**config.mk**
```make
export PLATFORM = sky130hd
export DESIGN_NAME = lwhk_reduce
export DESIGN_NICKNAME = d
export VERILOG_FILES = /design/src/hdl/lwhk_pkg.sv /design/src/hdl/lwhk_reduce.sv
export SDC_FILE = /design/constraint.sdc
export NUM_CORES = 1
export LEC_CHECK = 0
export BUFFER_PORTS_ARGS = -buffer_cell sky130_fd_sc_hd__buf_2
export CORE_ASPECT_RATIO = 1.5
export CORE_MARGIN = 10
export CORE_UTILIZATION = 59
export DETAILED_ROUTE_END_ITERATION = 7
export PLACE_DENSITY = 0.87
export RECOVER_POWER = 100
export REMOVE_ABC_BUFFERS = 1
export SYNTH_ARGS = -nofsm -noshare
export SYNTH_HDL_FRONTEND = slang
export SYNTH_SLANG_ARGS = --single-unit
export TNS_END_PERCENT = 30
```
**constraint.sdc**
```tcl
create_clock -name clock -period 4.24 [get_ports clock]
set_input_delay 0.424 -clock clock [delete_from_list [all_inputs] [get_ports clock]]
set_output_delay 0.424 -clock clock [all_outputs]
set_load 0.03 [all_outputs]
```
**src/hdl/lwhk_pkg.sv**
```systemverilog
package lwhk_pkg;

   localparam int CordicStages = 16;
   localparam int CordicIters = (CordicStages < 24) ? CordicStages : 24;
   localparam int QuatDelay = CordicIters + 3;
   localparam int AngW = 28;
   localparam int WrapW = AngW + 3;
   localparam int CW = 33;
   localparam int CsrIdxW = 3;

   localparam logic signed [AngW-1:0] AngPi = 28'sd52707179;
   localparam logic signed [AngW-1:0] AngHalfPi = 28'sd26353589;
   localparam logic signed [WrapW-1:0] WrapTwoPi = 31'sd105414357;
   localparam logic signed [WrapW-1:0] WrapPi = WrapW'(AngPi);
   localparam logic signed [CW-1:0] CordicGain = 33'sd652032874;

   localparam logic [CsrIdxW-1:0] RegThigh = 3'd0;
   localparam logic [CsrIdxW-1:0] RegShin = 3'd1;
   localparam logic [CsrIdxW-1:0] RegWheel = 3'd2;
   localparam logic [CsrIdxW-1:0] RegHipOff = 3'd3;
   localparam logic [CsrIdxW-1:0] RegKneeOff = 3'd4;
   localparam logic [CsrIdxW-1:0] RegLatOff = 3'd5;

   function automatic logic signed [AngW-1:0] atan_lookup(input int i);
      logic signed [AngW-1:0] v;
      begin
         case (i)
            0: v = 28'sd13176795;
            1: v = 28'sd7778716;
            2: v = 28'sd4110060;
            3: v = 28'sd2086331;
            4: v = 28'sd1047214;
            5: v = 28'sd524117;
            6: v = 28'sd262123;
            7: v = 28'sd131069;
            default: v = AngW'(28'sd65536 >>> (i - 8));
         endcase
         return v;
      end
   endfunction

endpackage

```
**src/hdl/lwhk_reduce.sv**
```systemverilog
module lwhk_reduce (
   input  logic                               clock,
   input  logic signed [17:0]                 ang,
   output logic signed [lwhk_pkg::AngW-1:0]   red,
   output logic                               neg
);
   logic signed [lwhk_pkg::WrapW-1:0] wide;
   logic signed [lwhk_pkg::WrapW-1:0] turn;
   logic signed [lwhk_pkg::WrapW-1:0] r0;
   logic signed [lwhk_pkg::AngW-1:0] r1_ff, r1_in;
   logic                             neg_in;
   logic signed [lwhk_pkg::AngW-1:0] red_in;

   always_comb begin
      // The whole turns to remove are chosen by comparing against fixed thresholds in parallel.
      wide = {ang[17], ang, 12'd0};
      turn = '0;
      for (int j = 0; j < 5; j++) begin
         if (wide > lwhk_pkg::WrapPi + lwhk_pkg::WrapW'(j) * lwhk_pkg::WrapTwoPi) begin
            turn = lwhk_pkg::WrapW'(j + 1) * lwhk_pkg::WrapTwoPi;
         end
      end
      for (int j = 1; j < 6; j++) begin
         if (wide <= lwhk_pkg::WrapPi - lwhk_pkg::WrapW'(j) * lwhk_pkg::WrapTwoPi) begin
            turn = -(lwhk_pkg::WrapW'(j) * lwhk_pkg::WrapTwoPi);
         end
      end
      r0 = wide - turn;
      r1_in = lwhk_pkg::AngW'(r0);
   end

   always_ff @(posedge clock) begin
      r1_ff <= r1_in;
   end

   always_comb begin
      neg_in = 1'b0;
      red_in = r1_ff;
      if (r1_ff > lwhk_pkg::AngHalfPi) begin
         red_in = r1_ff - lwhk_pkg::AngPi;
         neg_in = 1'b1;
      end else if (r1_ff < -lwhk_pkg::AngHalfPi) begin
         red_in = r1_ff + lwhk_pkg::AngPi;
         neg_in = 1'b1;
      end
   end

   always_ff @(posedge clock) begin
      red <= red_in;
      neg <= neg_in;
   end
endmodule

```
# Word level (Yosys, flattened, before mapping)
# Index checks and enable logic that the tools add are counted.
# Widths: inputs -> output; s select.
totals:
  regBits: 57
  output_inout_bits: 29
  inputBits: 19
  wordCells: 31
op_classes:
  muxes: 13
  n_lt_le_gt_ge: 12
  add_sub_neg: 3
ops:
  columns: ["operator", "n"]
  rows:
  - ["$mux 28", 11]
  - ["$gt 30x29->1 const B", 2]
  - ["$gt 30x30->1 const B", 2]
  - ["$le 30x29->1 const B", 2]
  - ["$le 30x30->1 const B", 2]
  - ["$gt 30x27->1 const B", 1]
  - ["$le 30x27->1 const B", 1]
  - ["$add 28x27->28 const B", 1]
  - ["$gt 28x26->1 const B", 1]
  - ["$lt 28x26->1 const B", 1]
  - ["$sub 28x27->28 const B", 1]
  - ["$sub 28x28->28", 1]
  - ["$mux 27", 1]
  - ["$mux 1", 1]

# Logic depth before layout (Yosys ltp)
logic_depth:
  word_depth: 12
  mapped_depth: 18
  depth_no_buf: 17

# Least setup slack after synthesis
# No wires, ideal clock.
synth_path:
  path_type: "input-to-reg"
  start: "input ang[5]"
  end: "register r1_ff[25] (netlist bit)"
  stages: 18
  n_path_buf: 1
  required_ps: 4168
  arrival_ps: 3462
  setup_time_ps: 72
  setup_slack_ps: 706
  cell_sequence: "buf_4 -> o41ai_2 -> a21oi_1 -> nor3_1 -> o21ai_0 -> a311o_1 -> a21oi_1 -> ha_1 -> a21oi_1 -> nor2b_1 -> o21ai_0 -> nand2b_1 -> a31o_2 -> a21o_1 -> a21oi_1 -> o21ai_1 -> a21oi_2 -> xnor2_1"
synth_between:
  elab_chain_cells: 12
  word_cells_on_any_way: 21
  classes_between: "add/sub (1); order compare (10); mux (10)"
synth_lines:
  columns: ["element", "line", "text"]
  rows:
  - ["start, declared", "lwhk_reduce.sv:3", "input logic signed [17:0] ang,"]
  - ["$gt 30x27->1", "lwhk_reduce.sv:19", "if (wide > lwhk_pkg::WrapPi + lwhk_pkg::WrapW'(j) * lwhk_pkg::WrapTwoPi) begin"]
  - ["$mux 27", "lwhk_reduce.sv:19", null]
  - ["$mux 28 (4 in a row)", "lwhk_reduce.sv:19", null]
  - ["$mux 28 (5 in a row)", "lwhk_reduce.sv:24", "if (wide <= lwhk_pkg::WrapPi - lwhk_pkg::WrapW'(j) * lwhk_pkg::WrapTwoPi) begin"]
  - ["$sub 28x28->28 (*)", "lwhk_reduce.sv:28", "r0 = wide - turn;"]
  - ["named net r0, one bit", "lwhk_reduce.sv:9", "logic signed [lwhk_pkg::WrapW-1:0] r0;"]
  - ["end signal, assigned", "lwhk_reduce.sv:33", "r1_ff <= r1_in;"]
  - ["end, declared", "lwhk_reduce.sv:10", "logic signed [lwhk_pkg::AngW-1:0] r1_ff, r1_in;"]
# The timed path passes the listed nets; every way through them passes the cells marked *.
# A chain may end at the register's enable or synchronous reset.

# Worst setup path in the final report
layout_path:
  start: "input ang[17]"
  end: "register r1_ff[24] (netlist bit)"
layout_between:
  elab_chain_cells: 12
  word_cells_on_any_way: 21
  classes_between: "add/sub (1); order compare (10); mux (10)"
layout_lines:
  columns: ["element", "line"]
  rows:
  - ["$gt 30x27->1", "lwhk_reduce.sv:19"]
  - ["$mux 27", "lwhk_reduce.sv:19"]
  - ["$mux 28 (4 in a row)", "lwhk_reduce.sv:19"]
  - ["$mux 28 (4 in a row)", "lwhk_reduce.sv:24"]
  - ["$mux 28 (*)", "lwhk_reduce.sv:24"]
  - ["$sub 28x28->28 (*)", "lwhk_reduce.sv:28"]
  - ["named net r0, one bit", "lwhk_reduce.sv:9"]
# Marked as above.

==> results by group <==
Status
  • Outcome: finished clean

Worst setup path
  • CP required: approximately 4500 ps
  • Critical path arrival: between 4000 and 5000 ps
  • Critical path origin: ang[17]
  • CP Launch Type: input pin
  • CP Max Fanout: 10
  • Crit Path Class: input pin to flip-flop
  • Worst R2R End: red[10]
  • Setup crit end kind: flip-flop
  • Flop-to-flop setup slack: ~700 ps
  • Reg2Reg Depth: 10
  • RR Startpoint: r1_ff[9]

Yosys
  • Seq/Total Area, Yosys: between 20% and 30%
  • Synthesized instance count: between 500 and 600
  • Flops & latches, synth: 57
  • Synthesized area: approximately 4200 sq um
  • Synth async-reset ratio: 0%
  • Top cells by area, synth: dfxtp_1 27%, xnor2_1 5.9%, ha_1 5.7%, nand2_1 4.3%, a21oi_1 3.9%
  • Most common cell in the synthesized netlist: dfxtp_1
  • Yosys top cell by area: dfxtp_1
  • Synth top area share: between 20% and 30%
  • YS warnings: 0
  • Post-synth top cells: 57 x dfxtp_1, 48 x nand2_1, 36 x nor2_1
  • Count of cell types in the netlist: 80
  • EDFF count, synth: 0
  • Syn avg cell area: a little over 8 sq um
  • Top FF cell, synth: dfxtp_1

Hold path
  • Worst Hold Path EP: red[12]
  • Hold_sp: r1_ff[12]
  • Hold depth: 1
  • Hold WC Path Type: flip-flop to flip-flop

Clocking
  • CTS resizes: 0
  • Clk sinks: between 50 and 60
  • CTS root buffer: clkbuf_8
  • Clk slew on worst S/H paths: approximately 60 ps
  • Post-CTS setup buffers: 0
  • CTS tree: built
  • Latest clock arrival within the worst-skew pair: 340 ps
  • Num CTS Buffers: 9
  • Max clock buf depth: 2
  • Hold buffer count at cts: 0
  • CTS H-tree depth: 3

Layout
  • Layout cells sized above 1: a little under an eighth
  • Layout area overhead: 7.166%
  • Post-route cell area: 4491 sq um
  • Antenna cells: 0
  • Final core utilization: roughly 65%
  • Nets: about 600

Die
  • Die width: about 89 um
  • Initial Util: about three fifths
  • Num rows: 37
  • Die Ht: roughly 120 um
  • Die Area: 10940 sq um
  • I/O pins: 48
  • Total core area: between 6000 and 7000 sq um

Power and ir drop
  • Leak pwr: 1.812 nW
  • Pwr/cell area: between 500 and 600 nW/um^2
  • Worst IR Drop VDD: between 0.3 and 0.4 mV

Route
  • WL/cell: 18.49 um
  • Initial DRC count: approximately 220
  • ANT nets after route: 0
  • DR vias/cell: roughly 6.5
  • Via count: roughly 4100
  • Final wirelength: roughly 12000 um
  • DRC Markers: 0
  • First-pass DRT Iterations: 5

Global route
  • Vias in the first global route: 4086
  • First-pass GRT wire length: between 15000 and 20000 um
  • Total grt overflow: 0
  • Initial antenna violation count: 0
  • GRT Total Usage: approximately 22%
  • Largest net degree at the start of global routing: 16

Placement
  • Final HPWL DP: just over 9000 um
  • Number of port buffers: between 40 and 50
  • Placed instance area: about 4400 sq um
  • Final RePlAce weighted congestion: 1.046

STA
  • Count of final setup violators: 0
  • Fin crit period: about 4000 ps
  • Slew headroom: 46.25%
  • Setup TNS: 0 ps
  • Slew Limit Fails: 0
  • Clock Skew: ~9.9 ps
  • Period utilization: 93.58%
  • Fmax: between 0.2 and 0.3 GHz
  • Worst Tran Pin Value: 805.8 ps
  • Final hold viol count: 0
  • Unrepaired setup endpoints after global routing: false

Flow run
  • MaxCap Viol Count: 0
-- metrics by stage --
stage	power, mW	setup WS [ps]	hold WS (ps)	std cells
2_1_floorplan	1.881	844.4	457.4	481
3_3_place_gp	2.211	210.7	481.6	613
3_5_place_dp	2.250	104.3	496.9	613
4_1_cts	2.651	447.0	505.9	629
5_1_grt	2.791	36.62	523.9	629
6_report	2.601	272.2	502.3	629
-- logic make-up after synthesis --
family,count (synthesis),synth area share [%]
XOR/XNOR,43,8.988
adder cells (fa/ha/maj),20,5.912
multiplexers,4,0.9854
flip-flops,57,27.23
AND/OR/NAND/NOR,181,23.50
buffers and inverters,50,5.285
AO/OA/AOI/OAI,160,28.10
-- worst max-delay path by stage --
stage / to
after CTS: r1_ff[25]
after global placement: r1_ff[25]
final: r1_ff[24]
after global routing: r1_ff[26]
after detailed placement: r1_ff[25]
after floorplan: r1_ff[25]
-- state kept, by name (all words and copies together), names as in the netlist --
register and cells:
red 28, neg 1, r1_ff 28
-- final cells by class --
| type | instances | area, sq um |
|---|---|---|
| Multi-Input combinational cell | 408 | 2790 |
| Fill cell | 635 | 2407 |
| Sequential cell | 57 | 1141 |
| Timing Repair Buffer | 54 | 246.5 |
| Clock buffer | 12 | 135.1 |
| Tap cell | 78 | 97.59 |
| Inverter | 16 | 60.06 |
| Clock inverter | 4 | 20.02 |
-- where the power goes --
part           internal (mW)  switching (mW)  leakage (nW)  total, mW
clock                  0.208           0.190        0.0839      0.398
combinational          0.440           0.847          1.25       1.29
sequential             0.753           0.164         0.481      0.916
total                   1.40            1.20          1.81       2.60
-- critical path, stage by stage --
cell	delay [ps]
clkbuf_1	510
nor3b_1	370
o21ai_0	190
o211ai_1	180
clkbuf_1	290
a311oi_1	140
or2_2	310
a21o_1	210
ha_1	260
o211a_1	160
a41oi_1	410
nand4b_4	240
a21oi_2	90
mux2_1	330
o2111ai_1	110
-- metal layers --
metal | global-route usage [%] | share of wire [%] | wire [um] | up-vias
met4 | 16.84 | 6.4 | 741 | 0
met3 | 3.357 | 4.9 | 569 | 61
met5 | 0 | 0 | 0 | -
met2 | 39.88 | 51 | 5915 | 196
li1 | - | - | - | 1960
met1 | 22.57 | 38 | 4404 | 1865
-- placed cells by master (no fill, tap or decap), types with 5 or more instances in the layout --
cell type / instances
dfxtp_1: 57
nand2_1: 48
nor2_1: 36
clkbuf_1: 34
a21oi_1: 33
xnor2_1: 28
o21ai_0: 27
ha_1: 19
a31oi_1: 17
buf_2: 17
nand3_1: 15
xor2_1: 15
inv_1: 14
nor3_1: 12
and3_1: 11
a21o_1: 10
clkbuf_8: 9
o22ai_1: 7
a211oi_1: 6
o21a_1: 6
nand4_1: 6
o211ai_1: 6
or2_2: 6
buf_4: 6
a211o_1: 5
nor4_1: 5
o31ai_1: 5
nor2b_1: 5
No activity file was read; power rests on OpenSTA's default activity.
